### src/tag_access_table_macros.svh
// assertion macros shared by the tag access table rtl
`ifndef TAG_ACCESS_TABLE_MACROS_SVH
`define TAG_ACCESS_TABLE_MACROS_SVH
`ifndef SYNTHESIS
// same-cycle implication, checked out of reset
`define TAT_ASSERT_HOLD(lbl, clk, rst_n, ante, cons) \
  lbl: assert property (@(posedge clk) disable iff (!rst_n) (ante) |-> (cons)) \
    else $error("tag_access_table: invariant violated");
// next-cycle implication, checked out of reset
`define TAT_ASSERT_NEXT(lbl, clk, rst_n, ante, cons) \
  lbl: assert property (@(posedge clk) disable iff (!rst_n) (ante) |=> (cons)) \
    else $error("tag_access_table: sequencing violated");
`else
`define TAT_ASSERT_HOLD(lbl, clk, rst_n, ante, cons)
`define TAT_ASSERT_NEXT(lbl, clk, rst_n, ante, cons)
`endif
`endif

### src/tat_pkg.sv
// shared types, codes and defaults for the tag access table
package tat_pkg;

  // fixed field widths
  localparam int CMD_W        = 3;
  localparam int UID_FIELD_W  = 56;
  localparam int LEN_W        = 3;
  localparam int NAME_FIELD_W = 64;
  localparam int ZONE_W       = 2;
  localparam int STATUS_W     = 4;
  localparam int ACTION_W     = 2;
  localparam int SLOT_W       = 4;
  localparam int TICK_W       = 16;
  localparam int APB_DATA_W   = 32;
  localparam int APB_ADDR_W   = 3;
  localparam int REG_SEL_BIT  = 2;

  // parameter defaults
  localparam int DEF_TABLE_ENTRIES = 16;
  localparam int DEF_UID_MAX_BYTES = 7;
  localparam int DEF_NAME_CHARS    = 8;
  localparam int DEF_ENTRY_W       = 8 * 7 + LEN_W + 8 * DEF_NAME_CHARS + ZONE_W;

  // command codes
  localparam logic [CMD_W-1:0] CMD_SCAN   = 3'd0;
  localparam logic [CMD_W-1:0] CMD_POLL   = 3'd1;
  localparam logic [CMD_W-1:0] CMD_ENROLL = 3'd2;
  localparam logic [CMD_W-1:0] CMD_DELETE = 3'd3;
  localparam logic [CMD_W-1:0] CMD_TICK   = 3'd4;

  // status codes
  localparam logic [STATUS_W-1:0] ST_IDLE        = 4'd0;
  localparam logic [STATUS_W-1:0] ST_REPEAT      = 4'd1;
  localparam logic [STATUS_W-1:0] ST_ENROLLED    = 4'd2;
  localparam logic [STATUS_W-1:0] ST_UPDATED     = 4'd3;
  localparam logic [STATUS_W-1:0] ST_FULL        = 4'd4;
  localparam logic [STATUS_W-1:0] ST_GRANTED     = 4'd5;
  localparam logic [STATUS_W-1:0] ST_UNKNOWN     = 4'd6;
  localparam logic [STATUS_W-1:0] ST_ARMED       = 4'd7;
  localparam logic [STATUS_W-1:0] ST_DELETED     = 4'd8;
  localparam logic [STATUS_W-1:0] ST_NOT_FOUND   = 4'd9;
  localparam logic [STATUS_W-1:0] ST_RELOCK      = 4'd10;
  localparam logic [STATUS_W-1:0] ST_RELOCK_DROP = 4'd11;

  // zone and door action codes
  localparam logic [ZONE_W-1:0]   ZONE_MOTION = 2'd0;
  localparam logic [ACTION_W-1:0] ACT_NONE    = 2'd0;
  localparam logic [ACTION_W-1:0] ACT_UNLOCK  = 2'd1;
  localparam logic [ACTION_W-1:0] ACT_LOCK    = 2'd2;

  // register indexes and reset values
  localparam logic REG_ENROLL_WINDOW = 1'b0;
  localparam logic REG_RELOCK_DELAY  = 1'b1;
  localparam logic [TICK_W-1:0] TICK_RESET = 16'd5;

  typedef struct packed {
    logic [CMD_W-1:0]        cmd;
    logic [UID_FIELD_W-1:0]  tag_uid;
    logic [LEN_W-1:0]        tag_uid_bytes;
    logic [NAME_FIELD_W-1:0] tag_name;
    logic [ZONE_W-1:0]       tag_zone;
    logic                    link_up;
  } tat_in_t;

  typedef struct packed {
    logic [STATUS_W-1:0]     status;
    logic [NAME_FIELD_W-1:0] out_name;
    logic [ZONE_W-1:0]       out_zone;
    logic [ACTION_W-1:0]     door_action;
    logic                    publish_now;
    logic [SLOT_W-1:0]       slot_index;
  } tat_out_t;

  // write-side controls of the entry store
  typedef struct packed {
    logic wr_entry;
    logic set_valid;
    logic clr_valid;
  } tat_wr_ctl_t;

endpackage

### src/tat_store.sv
// entry store: one synchronous memory for the entries plus per-slot valid flags
module tat_store import tat_pkg::*; #(
  parameter int DEPTH  = DEF_TABLE_ENTRIES,
  parameter int DATA_W = DEF_ENTRY_W,
  parameter int IDX_W  = (DEPTH > 1) ? $clog2(DEPTH) : 1
) (
  input  logic              clk,
  input  logic              rst_n,
  input  logic              rd_en,
  input  logic [IDX_W-1:0]  rd_addr,
  output logic [DATA_W-1:0] rd_data_r,
  output logic              rd_valid_r,
  input  logic [IDX_W-1:0]  wr_addr,
  input  logic [DATA_W-1:0] wr_data,
  input  tat_wr_ctl_t       wr_ctl
);

  logic [DATA_W-1:0] mem_r [DEPTH];
  logic [DEPTH-1:0]  valid_r;

  // entry memory, registered read
  always_ff @(posedge clk) begin
    if (wr_ctl.wr_entry) begin
      mem_r[wr_addr] <= wr_data;
    end
    if (rd_en) begin
      rd_data_r <= mem_r[rd_addr];
    end
  end

  // valid flags, cleared at reset, read alongside the entry
  always_ff @(posedge clk) begin
    if (!rst_n) begin
      valid_r    <= '0;
      rd_valid_r <= 1'b0;
    end else begin
      if (wr_ctl.set_valid) begin
        valid_r[wr_addr] <= 1'b1;
      end else if (wr_ctl.clr_valid) begin
        valid_r[wr_addr] <= 1'b0;
      end
      if (rd_en) begin
        rd_valid_r <= valid_r[rd_addr];
      end
    end
  end

endmodule

### src/tag_access_table.sv
// top level of the tag access table: event decode, table walk and result register
//
// Takes one event at a time (scan, empty poll, enroll, delete, tick) and returns one
// result per event. Scans and deletes walk the entry store one slot per cycle through
// its single read port until a match or the last slot ends the walk; polls, enroll
// requests, repeated scans and ticks go straight to the result. A finished result
// sits in an output register, and the block takes the next event while it waits
// there; a new result waits for that register to drain. The store needs no
// clearing pass after reset: only the per-slot valid flags are cleared.
module tag_access_table import tat_pkg::*; #(
  parameter int TABLE_ENTRIES = DEF_TABLE_ENTRIES,
  parameter int UID_MAX_BYTES = DEF_UID_MAX_BYTES,
  parameter int NAME_CHARS    = DEF_NAME_CHARS
) (
  input  logic                  clk,
  input  logic                  rst_n,
  input  logic                  in_valid,
  output logic                  in_ready,
  input  tat_in_t               in_data,
  output logic                  out_valid,
  input  logic                  out_ready,
  output tat_out_t              out_data,
  input  logic                  psel,
  input  logic                  penable,
  input  logic                  pwrite,
  input  logic [APB_ADDR_W-1:0] paddr,
  input  logic [APB_DATA_W-1:0] pwdata,
  output logic [APB_DATA_W-1:0] prdata,
  output logic                  pready
);

`include "tag_access_table_macros.svh"

  localparam int IDX_W    = (TABLE_ENTRIES > 1) ? $clog2(TABLE_ENTRIES) : 1;
  localparam int UID_KEPT = (UID_MAX_BYTES < 7) ? UID_MAX_BYTES : 7;
  localparam int UID_W    = 8 * UID_KEPT;
  localparam int NAME_W   = 8 * NAME_CHARS;
  localparam int DATA_W   = UID_W + LEN_W + NAME_W + ZONE_W;
  localparam logic [IDX_W-1:0] LAST_IDX = IDX_W'(TABLE_ENTRIES - 1);
  localparam logic [LEN_W-1:0] LEN_CAP  = LEN_W'(UID_KEPT);

  // sequencer states
  localparam logic [1:0] S_IDLE = 2'd0;
  localparam logic [1:0] S_EXEC = 2'd1;
  localparam logic [1:0] S_WALK = 2'd2;
  localparam logic [1:0] S_EMIT = 2'd3;

  // walk modes
  localparam logic [1:0] M_LOOKUP = 2'd0;
  localparam logic [1:0] M_ENROLL = 2'd1;
  localparam logic [1:0] M_DELETE = 2'd2;

  logic [1:0] state_r, state_nxt;
  logic [1:0] mode_r, mode_nxt;

  // latched event
  logic [CMD_W-1:0]  cmd_r;
  logic [UID_W-1:0]  uid_r;
  logic [LEN_W-1:0]  len_r;
  logic [NAME_W-1:0] name_r;
  logic [ZONE_W-1:0] zone_r;
  logic              link_r;

  // last scan, enrollment window, relock countdown, config
  logic [UID_W-1:0]  last_uid_r, last_uid_nxt;
  logic [LEN_W-1:0]  last_len_r, last_len_nxt;
  logic              enr_act_r, enr_act_nxt;
  logic [NAME_W-1:0] enr_name_r, enr_name_nxt;
  logic [ZONE_W-1:0] enr_zone_r, enr_zone_nxt;
  logic [TICK_W-1:0] enr_rem_r, enr_rem_nxt;
  logic              rlk_act_r, rlk_act_nxt;
  logic [ZONE_W-1:0] rlk_zone_r, rlk_zone_nxt;
  logic [TICK_W-1:0] rlk_rem_r, rlk_rem_nxt;
  logic [TICK_W-1:0] win_ticks_r, win_ticks_nxt;
  logic [TICK_W-1:0] dly_ticks_r, dly_ticks_nxt;

  // walk bookkeeping
  logic [IDX_W-1:0]  rd_idx_r, rd_idx_nxt;
  logic [IDX_W-1:0]  chk_idx_r, chk_idx_nxt;
  logic              chk_pend_r, chk_pend_nxt;
  logic              free_fnd_r, free_fnd_nxt;
  logic [IDX_W-1:0]  free_idx_r, free_idx_nxt;

  // result staging and output register
  tat_out_t          res_r, res_nxt;
  tat_out_t          out_r, out_nxt;
  logic              out_valid_r, out_valid_nxt;
  logic              out_load;

  // store port signals
  logic              rd_en;
  logic [DATA_W-1:0] rd_data_r;
  logic              rd_valid_r;
  logic [IDX_W-1:0]  wr_addr;
  logic [DATA_W-1:0] wr_data;
  tat_wr_ctl_t       wr_ctl;

  // input masking
  logic [LEN_W-1:0]  len_cut;
  logic [UID_W-1:0]  uid_in_m;
  logic              in_xfer;
  logic              cfg_wr;

  // entry fields and compare results
  logic [ZONE_W-1:0] e_zone;
  logic [NAME_W-1:0] e_name;
  logic [LEN_W-1:0]  e_len;
  logic [UID_W-1:0]  e_uid;
  logic [NAME_W-1:0] tgt_name;
  logic [ZONE_W-1:0] tgt_zone;
  logic              match_uid, match_name, hit, last_chk;
  logic              free_here, free_ok;
  logic [IDX_W-1:0]  free_at;

  tat_store #(
    .DEPTH  (TABLE_ENTRIES),
    .DATA_W (DATA_W),
    .IDX_W  (IDX_W)
  ) u_store (
    .clk        (clk),
    .rst_n      (rst_n),
    .rd_en      (rd_en),
    .rd_addr    (rd_idx_r),
    .rd_data_r  (rd_data_r),
    .rd_valid_r (rd_valid_r),
    .wr_addr    (wr_addr),
    .wr_data    (wr_data),
    .wr_ctl     (wr_ctl)
  );

  assign in_ready  = (state_r == S_IDLE);
  assign in_xfer   = in_valid && in_ready;
  assign out_valid = out_valid_r;
  assign out_data  = out_r;
  assign pready    = 1'b1;
  assign cfg_wr    = psel && penable && pwrite;

  // register readback
  always_comb begin
    unique case (paddr[REG_SEL_BIT])
      REG_ENROLL_WINDOW: prdata = APB_DATA_W'(win_ticks_r);
      REG_RELOCK_DELAY:  prdata = APB_DATA_W'(dly_ticks_r);
      default:           prdata = '0;
    endcase
  end

  // clip length and zero identifier bytes beyond it
  assign len_cut = (in_data.tag_uid_bytes > LEN_CAP) ? LEN_CAP : in_data.tag_uid_bytes;
  always_comb begin
    for (int b = 0; b < UID_KEPT; b++) begin
      uid_in_m[8*b +: 8] = (LEN_W'(b) < len_cut) ? in_data.tag_uid[8*b +: 8] : 8'h00;
    end
  end

  // unpack the entry read last cycle and compare it
  assign e_zone     = rd_data_r[ZONE_W-1:0];
  assign e_name     = rd_data_r[ZONE_W +: NAME_W];
  assign e_len      = rd_data_r[ZONE_W+NAME_W +: LEN_W];
  assign e_uid      = rd_data_r[ZONE_W+NAME_W+LEN_W +: UID_W];
  assign tgt_name   = (mode_r == M_ENROLL) ? enr_name_r : name_r;
  assign tgt_zone   = (mode_r == M_ENROLL) ? enr_zone_r : zone_r;
  assign match_uid  = rd_valid_r && (e_len == len_r) && (e_uid == uid_r);
  assign match_name = rd_valid_r && (e_name == tgt_name) && (e_zone == tgt_zone);
  assign hit        = (mode_r == M_LOOKUP) ? match_uid : match_name;
  assign last_chk   = (chk_idx_r == LAST_IDX);
  assign free_here  = !rd_valid_r && !free_fnd_r;
  assign free_ok    = free_fnd_r || free_here;
  assign free_at    = free_fnd_r ? free_idx_r : chk_idx_r;

  // sequencer and state update
  always_comb begin
    state_nxt     = state_r;
    mode_nxt      = mode_r;
    last_uid_nxt  = last_uid_r;
    last_len_nxt  = last_len_r;
    enr_act_nxt   = enr_act_r;
    enr_name_nxt  = enr_name_r;
    enr_zone_nxt  = enr_zone_r;
    enr_rem_nxt   = enr_rem_r;
    rlk_act_nxt   = rlk_act_r;
    rlk_zone_nxt  = rlk_zone_r;
    rlk_rem_nxt   = rlk_rem_r;
    win_ticks_nxt = win_ticks_r;
    dly_ticks_nxt = dly_ticks_r;
    rd_idx_nxt    = rd_idx_r;
    chk_idx_nxt   = chk_idx_r;
    chk_pend_nxt  = chk_pend_r;
    free_fnd_nxt  = free_fnd_r;
    free_idx_nxt  = free_idx_r;
    res_nxt       = res_r;
    out_load      = 1'b0;
    rd_en         = 1'b0;
    wr_ctl        = '0;
    wr_addr       = chk_idx_r;
    wr_data       = {uid_r, len_r, enr_name_r, enr_zone_r};

    // config writes
    if (cfg_wr) begin
      unique case (paddr[REG_SEL_BIT])
        REG_ENROLL_WINDOW: win_ticks_nxt = pwdata[TICK_W-1:0];
        REG_RELOCK_DELAY:  dly_ticks_nxt = pwdata[TICK_W-1:0];
        default:           win_ticks_nxt = win_ticks_r;
      endcase
    end

    unique case (state_r)
      S_IDLE: begin
        if (in_xfer) begin
          state_nxt = S_EXEC;
        end
      end

      S_EXEC: begin
        res_nxt   = '0;
        state_nxt = S_EMIT;
        unique case (cmd_r)
          CMD_SCAN: begin
            if ((len_r == last_len_r) && (uid_r == last_uid_r)) begin
              res_nxt.status = ST_REPEAT;
            end else begin
              last_uid_nxt = uid_r;
              last_len_nxt = len_r;
              rd_idx_nxt   = '0;
              chk_pend_nxt = 1'b0;
              free_fnd_nxt = 1'b0;
              state_nxt    = S_WALK;
              if (enr_act_r) begin
                enr_act_nxt = 1'b0;
                enr_rem_nxt = '0;
                mode_nxt    = M_ENROLL;
              end else begin
                mode_nxt = M_LOOKUP;
              end
            end
          end
          CMD_POLL: begin
            last_len_nxt = '0;
          end
          CMD_ENROLL: begin
            enr_name_nxt     = name_r;
            enr_zone_nxt     = zone_r;
            enr_act_nxt      = 1'b1;
            enr_rem_nxt      = win_ticks_r;
            res_nxt.status   = ST_ARMED;
            res_nxt.out_name = NAME_FIELD_W'(name_r);
            res_nxt.out_zone = zone_r;
          end
          CMD_DELETE: begin
            rd_idx_nxt   = '0;
            chk_pend_nxt = 1'b0;
            free_fnd_nxt = 1'b0;
            mode_nxt     = M_DELETE;
            state_nxt    = S_WALK;
          end
          CMD_TICK: begin
            // enrollment window closes silently
            if (enr_act_r) begin
              if (enr_rem_r <= TICK_W'(1)) begin
                enr_rem_nxt = '0;
                enr_act_nxt = 1'b0;
              end else begin
                enr_rem_nxt = enr_rem_r - 1'b1;
              end
            end
            // relock expiry reports
            if (rlk_act_r) begin
              if (rlk_rem_r <= TICK_W'(1)) begin
                rlk_rem_nxt      = '0;
                rlk_act_nxt      = 1'b0;
                res_nxt.out_zone = rlk_zone_r;
                if (link_r) begin
                  res_nxt.status = ST_RELOCK;
                  if (rlk_zone_r != ZONE_MOTION) begin
                    res_nxt.door_action = ACT_LOCK;
                    res_nxt.publish_now = 1'b1;
                  end
                end else begin
                  res_nxt.status = ST_RELOCK_DROP;
                end
              end else begin
                rlk_rem_nxt = rlk_rem_r - 1'b1;
              end
            end
          end
          default: begin
            res_nxt = '0;
          end
        endcase
      end

      S_WALK: begin
        // issue one read a cycle, check the one read last cycle
        rd_en        = 1'b1;
        chk_pend_nxt = 1'b1;
        chk_idx_nxt  = rd_idx_r;
        if (rd_idx_r != LAST_IDX) begin
          rd_idx_nxt = rd_idx_r + 1'b1;
        end
        if (chk_pend_r) begin
          if (free_here) begin
            free_fnd_nxt = 1'b1;
            free_idx_nxt = chk_idx_r;
          end
          if (hit || last_chk) begin
            state_nxt    = S_EMIT;
            chk_pend_nxt = 1'b0;
            res_nxt      = '0;
            case (mode_r)
              M_LOOKUP: begin
                res_nxt.publish_now = link_r;
                if (hit) begin
                  res_nxt.status     = ST_GRANTED;
                  res_nxt.out_name   = NAME_FIELD_W'(e_name);
                  res_nxt.out_zone   = e_zone;
                  res_nxt.slot_index = SLOT_W'(chk_idx_r);
                  if (link_r) begin
                    rlk_act_nxt  = 1'b1;
                    rlk_zone_nxt = e_zone;
                    rlk_rem_nxt  = dly_ticks_r;
                    if (e_zone != ZONE_MOTION) begin
                      res_nxt.door_action = ACT_UNLOCK;
                    end
                  end
                end else begin
                  res_nxt.status = ST_UNKNOWN;
                end
              end
              M_ENROLL: begin
                res_nxt.out_name = NAME_FIELD_W'(enr_name_r);
                res_nxt.out_zone = enr_zone_r;
                if (hit) begin
                  wr_ctl.wr_entry    = 1'b1;
                  res_nxt.status     = ST_UPDATED;
                  res_nxt.slot_index = SLOT_W'(chk_idx_r);
                end else if (free_ok) begin
                  wr_addr            = free_at;
                  wr_ctl.wr_entry    = 1'b1;
                  wr_ctl.set_valid   = 1'b1;
                  res_nxt.status     = ST_ENROLLED;
                  res_nxt.slot_index = SLOT_W'(free_at);
                end else begin
                  res_nxt.status = ST_FULL;
                end
              end
              default: begin
                res_nxt.out_name = NAME_FIELD_W'(name_r);
                res_nxt.out_zone = zone_r;
                if (hit) begin
                  wr_ctl.clr_valid   = 1'b1;
                  res_nxt.status     = ST_DELETED;
                  res_nxt.slot_index = SLOT_W'(chk_idx_r);
                end else begin
                  res_nxt.status = ST_NOT_FOUND;
                end
              end
            endcase
          end
        end
      end

      S_EMIT: begin
        if (!out_valid_r || out_ready) begin
          out_load  = 1'b1;
          state_nxt = S_IDLE;
        end
      end

      default: begin
        state_nxt = S_IDLE;
      end
    endcase
  end

  // output register
  assign out_nxt       = out_load ? res_r : out_r;
  assign out_valid_nxt = out_load ? 1'b1 : (out_ready ? 1'b0 : out_valid_r);

  // control state
  always_ff @(posedge clk) begin
    if (!rst_n) begin
      state_r     <= S_IDLE;
      mode_r      <= M_LOOKUP;
      last_uid_r  <= '0;
      last_len_r  <= '0;
      enr_act_r   <= 1'b0;
      enr_name_r  <= '0;
      enr_zone_r  <= '0;
      enr_rem_r   <= '0;
      rlk_act_r   <= 1'b0;
      rlk_zone_r  <= '0;
      rlk_rem_r   <= '0;
      win_ticks_r <= TICK_RESET;
      dly_ticks_r <= TICK_RESET;
      rd_idx_r    <= '0;
      chk_idx_r   <= '0;
      chk_pend_r  <= 1'b0;
      free_fnd_r  <= 1'b0;
      free_idx_r  <= '0;
      out_valid_r <= 1'b0;
    end else begin
      state_r     <= state_nxt;
      mode_r      <= mode_nxt;
      last_uid_r  <= last_uid_nxt;
      last_len_r  <= last_len_nxt;
      enr_act_r   <= enr_act_nxt;
      enr_name_r  <= enr_name_nxt;
      enr_zone_r  <= enr_zone_nxt;
      enr_rem_r   <= enr_rem_nxt;
      rlk_act_r   <= rlk_act_nxt;
      rlk_zone_r  <= rlk_zone_nxt;
      rlk_rem_r   <= rlk_rem_nxt;
      win_ticks_r <= win_ticks_nxt;
      dly_ticks_r <= dly_ticks_nxt;
      rd_idx_r    <= rd_idx_nxt;
      chk_idx_r   <= chk_idx_nxt;
      chk_pend_r  <= chk_pend_nxt;
      free_fnd_r  <= free_fnd_nxt;
      free_idx_r  <= free_idx_nxt;
      out_valid_r <= out_valid_nxt;
    end
  end

  // payload registers
  always_ff @(posedge clk) begin
    if (in_xfer) begin
      cmd_r  <= in_data.cmd;
      uid_r  <= uid_in_m;
      len_r  <= len_cut;
      name_r <= in_data.tag_name[NAME_W-1:0];
      zone_r <= in_data.tag_zone;
      link_r <= in_data.link_up;
    end
    res_r <= res_nxt;
    out_r <= out_nxt;
  end

  // checks
  `TAT_ASSERT_NEXT(a_walk_ends_at_last, clk, rst_n, (state_r == S_WALK) && chk_pend_r && last_chk, state_r == S_EMIT)
  `TAT_ASSERT_HOLD(a_enroll_idle_zero, clk, rst_n, !enr_act_r, enr_rem_r == '0)
  `TAT_ASSERT_HOLD(a_relock_idle_zero, clk, rst_n, !rlk_act_r, rlk_rem_r == '0)
  `TAT_ASSERT_NEXT(a_one_event_at_a_time, clk, rst_n, in_valid && in_ready, !in_ready)

endmodule
### config.mk
export PLATFORM = sky130hd
export DESIGN_NAME = tag_access_table
export DESIGN_NICKNAME = d
export VERILOG_FILES = /design/src/tat_pkg.sv /design/src/tat_store.sv /design/src/tag_access_table.sv
export VERILOG_INCLUDE_DIRS = /design/src /design/src/src
export SDC_FILE = /design/constraint.sdc
export NUM_CORES = 2
export LEC_CHECK = 0
export ABC_AREA = 1
export BUFFER_PORTS_ARGS = -buffer_cell sky130_fd_sc_hd__buf_2
export CAP_MARGIN = 20
export CORE_MARGIN = 2
export CORE_UTILIZATION = 60
export CTS_CLUSTER_DIAMETER = 40
export CTS_CLUSTER_SIZE = 16
export DETAILED_ROUTE_END_ITERATION = 16
export PLACE_DENSITY = 0.76
export SLEW_MARGIN = 30
export SYNTH_ARGS = -nofsm -noshare
export SYNTH_HDL_FRONTEND = slang
export SYNTH_SLANG_ARGS = --single-unit
### constraint.sdc
create_clock -name clk -period 21.5 [get_ports clk]
set_input_delay 1.075 -clock clk [delete_from_list [all_inputs] [get_ports clk]]
set_output_delay 1.075 -clock clk [all_outputs]
set_load 0.01 [all_outputs]
==> impl_metrics.json <==
{
  "status": "finished, final reports clean",
  "syn_area_sq_um": 105000,
  "synthAdderAreaFrac": 0.00107,
  "synth_seq_cells": 2637,
  "gp_congestion": 0.937,
  "die_w_um": 423,
  "worstSkewPairLatency_ns": 0.96,
  "cts_setup_buffers": 0,
  "cp_top_family": "simple AND/OR/NAND/NOR gates",
  "antenna_found_initial": 7,
  "avgSynthCellArea_sq_um": 12.4,
  "utilization": 0.685,
  "yosys.area.top_type": "edfxtp_1",
  "cp.required_ns": 22.02,
  "ios": 283,
  "clockRootBuffer": "clkbuf_16",
  "h-tree-depth": 5,
  "viasPerCell": 6.54,
  "synth_compound_area_frac": 0.127,
  "path_class": "reg -> reg",
  "drtIter0Drc": 10500,
  "hold_viol": 0,
  "worst-path-buf-inv": 3,
  "cts_buffer_depth": 4,
  "multi_input_area_sq_um": 25100,
  "fillerInstances": 11500,
  "p_per_area_nw_per_um2": 115,
  "cp_cell_sequence": "inv_2 > nor2_4 > nand2_1 > a21boi_1 > o21ai_1 > nor2_1 > nand2_1 > nor2_2 > nand3_2 > nand3_1 > nand2_1 > nand2_1 > nand2_1 > nor2_1 > nand2_1 > nor2_4 > buf_4 > buf_4",
  "yosys.area_share.simple": 0.0973,
  "cpMostUsedCell": "nand2_1",
  "die_h_um": 423,
  "drt_pass1_iterations": 14,
  "cts.sinks": 2637,
  "synthMuxAreaShare": 0.00171,
  "drc": 0,
  "fin_crit_ns": 7.19,
  "max_slew_margin": 0.185,
  "rows": 153,
  "nets": 8792,
  "cts_tree": "yes",
  "synth_top_family_by_area": "compound AO/OA/AOI/OAI gates",
  "grt_pass1_wl_um": 438000,
  "startpoint_type": "flip-flop",
  "skew_ns": 0.0766,
  "clkTransAtPathRegs_ns": 0.06,
  "yosysTopAreaCellShare": 0.687,
  "synth-edff-count": 2408,
  "rsz0062_at_grt": "no",
  "overflow": 0,
  "worstPathArrival_ns": 7.71,
  "cp_slowest_cell": "dfxtp_2",
  "start_util": 0.605,
  "cp_max_fo": 38,
  "dieArea_sq_um": 179000,
  "hp-class": "in -> reg",
  "hold_buffers": 0,
  "drive_above_1_share": 0.112,
  "cts_resized": 0,
  "p_leak_nw": 40.7,
  "finalWirelength_um": 300000,
  "drv_cap": 0,
  "total_power_mw": 13.7,
  "grtUsageTotal": 0.328,
  "setup-violations-final": 0,
  "grt_max_degree": 219,
  "critPathMaxStageDelay_ns": 0.83,
  "wl_per_cell_um": 26.8,
  "final_max_slew_viol_count": 0,
  "clock.fmax_ghz": 0.139,
  "yosysWarnings": 0,
  "seqCellArea_sq_um": 76900,
  "ys_async_sr_fraction": 0,
  "synthTopCellsByArea": "edfxtp_1 69%, o21ai_0 6.7%, nor2_1 5.1%, dfxtp_1 4.4%, o221ai_1 2.2%",
  "whs_ns": 0.302,
  "seq_area_frac_synth": 0.731,
  "period_share": 0.335,
  "worst_pin_slew_ns": 1.22,
  "synthCells": 8478,
  "io_buffers": 247,
  "ir_worst_vdd_uv": 107,
  "core_area_sq_um": 174000,
  "synthFlopType": "edfxtp_1",
  "area_delta_synth_final_pct": 13.3,
  "tns_ns": 0,
  "synth_xor_area_frac": 0.00824,
  "cts_buffers": 321,
  "critPathCaptureType": "flip-flop",
  "synthDistinctLibCells": 55,
  "dp_hpwl_um": 160000,
  "first_global_vias": 69700,
  "ant_nets": 0,
  "dr_total_vias": 73100
}
-- where the power goes --
part	total, mW	leakage [nW]	internal, mW	switching [mW]
Sequential	6.55	23.7	6.11	0.445
Clock	5.36	5.15	3.11	2.25
Combinational	1.81	11.9	0.501	1.31
-- area by class of cell --
class / instances / area share
Sequential cell: 2637 / 0.645
Multi-Input combinational cell: 4965 / 0.210
Clock buffer: 343 / 0.0692
Tap cell: 2325 / 0.0244
Timing Repair Buffer: 362 / 0.0204
Clock inverter: 222 / 0.0200
Inverter: 325 / 0.0106
Antenna cell: 1 / 0.0000210
-- layout by cell type, fill, tap and decap left out, types with 24 or more instances in the layout --
master	n
o21ai_0	1402
xor2_1	68
o221ai_1	262
clkinvlp_4	27
xnor2_1	31
dfxtp_1	224
buf_2	246
clkinv_4	24
inv_6	63
a21oi_1	167
o211ai_1	134
inv_1	307
buf_4	89
nor2_1	1427
clkbuf_16	325
nand4_1	53
nor3_1	29
inv_8	32
or2_2	34
o22ai_1	303
nand3_1	291
edfxtp_1	2408
nand2_1	610
-- per-layer routing --
| layer | global-route usage | wire length, um |
|---|---|---|
| met1 | 0.442 | 109000 |
| met2 | 0.515 | 139000 |
| met3 | 0.0595 | 34700 |
| met4 | 0.171 | 16500 |
| met5 | 0 | 13 |
-- kinds of logic (layout without fill, tap and decap cells) --
kind of cell | after synthesis | after routing
AO/OA/AOI/OAI | 2312 | 2312
AND/OR/NAND/NOR | 2510 | 2510
adder cells (fa/ha/maj) | 9 | 9
XOR/XNOR | 99 | 99
flip-flops | 2637 | 2637
multiplexers | 18 | 18
other | 2 | 18
buffers and inverters | 891 | 1252
-- cells in the mapped netlist, types with 2 or more instances --
| library cell | count |
|---|---|
| o211ai_1 | 134 |
| inv_2 | 6 |
| buf_1 | 16 |
| o21ai_0 | 1403 |
| mux2i_1 | 18 |
| a22oi_1 | 4 |
| a32oi_1 | 2 |
| nand3b_1 | 4 |
| conb_1 | 2 |
| clkbuf_1 | 503 |
| o21ai_1 | 2 |
| nor3_1 | 31 |
| nand3_1 | 291 |
| xor2_1 | 68 |
| o221ai_1 | 262 |
| o32ai_1 | 8 |
| buf_2 | 17 |
| inv_1 | 313 |
| or2_2 | 34 |
| nor3b_1 | 3 |
| clkinv_1 | 4 |
| nor4b_1 | 2 |
| nand4_1 | 53 |
| o22ai_1 | 303 |
| a21oi_1 | 168 |
| a211oi_1 | 9 |
| nand2_1 | 610 |
| nor2_4 | 2 |
| ha_1 | 9 |
| edfxtp_1 | 2408 |
| nand3_2 | 5 |
| xnor2_1 | 31 |
| dfxtp_1 | 229 |
| o2111ai_1 | 4 |
| buf_4 | 20 |
| nor2_1 | 1440 |
| buf_6 | 10 |
| nand2_2 | 7 |
| nor4_1 | 24 |
| a2111oi_0 | 2 |
| o31ai_1 | 3 |
-- sequential cells by signal, summed over array words and instances (netlist names), 16 cells and up, named ones only --
register,flops
uid_r,56
rlk_rem_r,16
dly_ticks_r,16
res_r,77
win_ticks_r,16
name_r,64
u_store.mem_r,2000
out_data,77
last_uid_r,56
u_store.rd_data_r,125
enr_rem_r,16
enr_name_r,64
-- per-stage QoR --
step                worst slack (ns)  instance area, sq um  std cells
floorplan                       4.25                105000       8493
global placement               14.72                108000      10600
detailed placement             14.56                108000      10600
CTS                            14.53                119000      11200
global route                   14.13                119000      11200
finish                         14.31                119000      11200
-- worst paths after layout --
kind	slack (ns)	depth (start not counted)	endpoint	startpoint
max	14.31	18	u_store.mem_r[7][60]	mode_r[0]
min reg2reg	0.37	0	out_data[25]	res_r[25]
max reg2reg	14.31	18	u_store.mem_r[7][60]	mode_r[0]
min	0.30	1	name_r[22]	in_data[25]
Power figures use the tool's default switching activity.
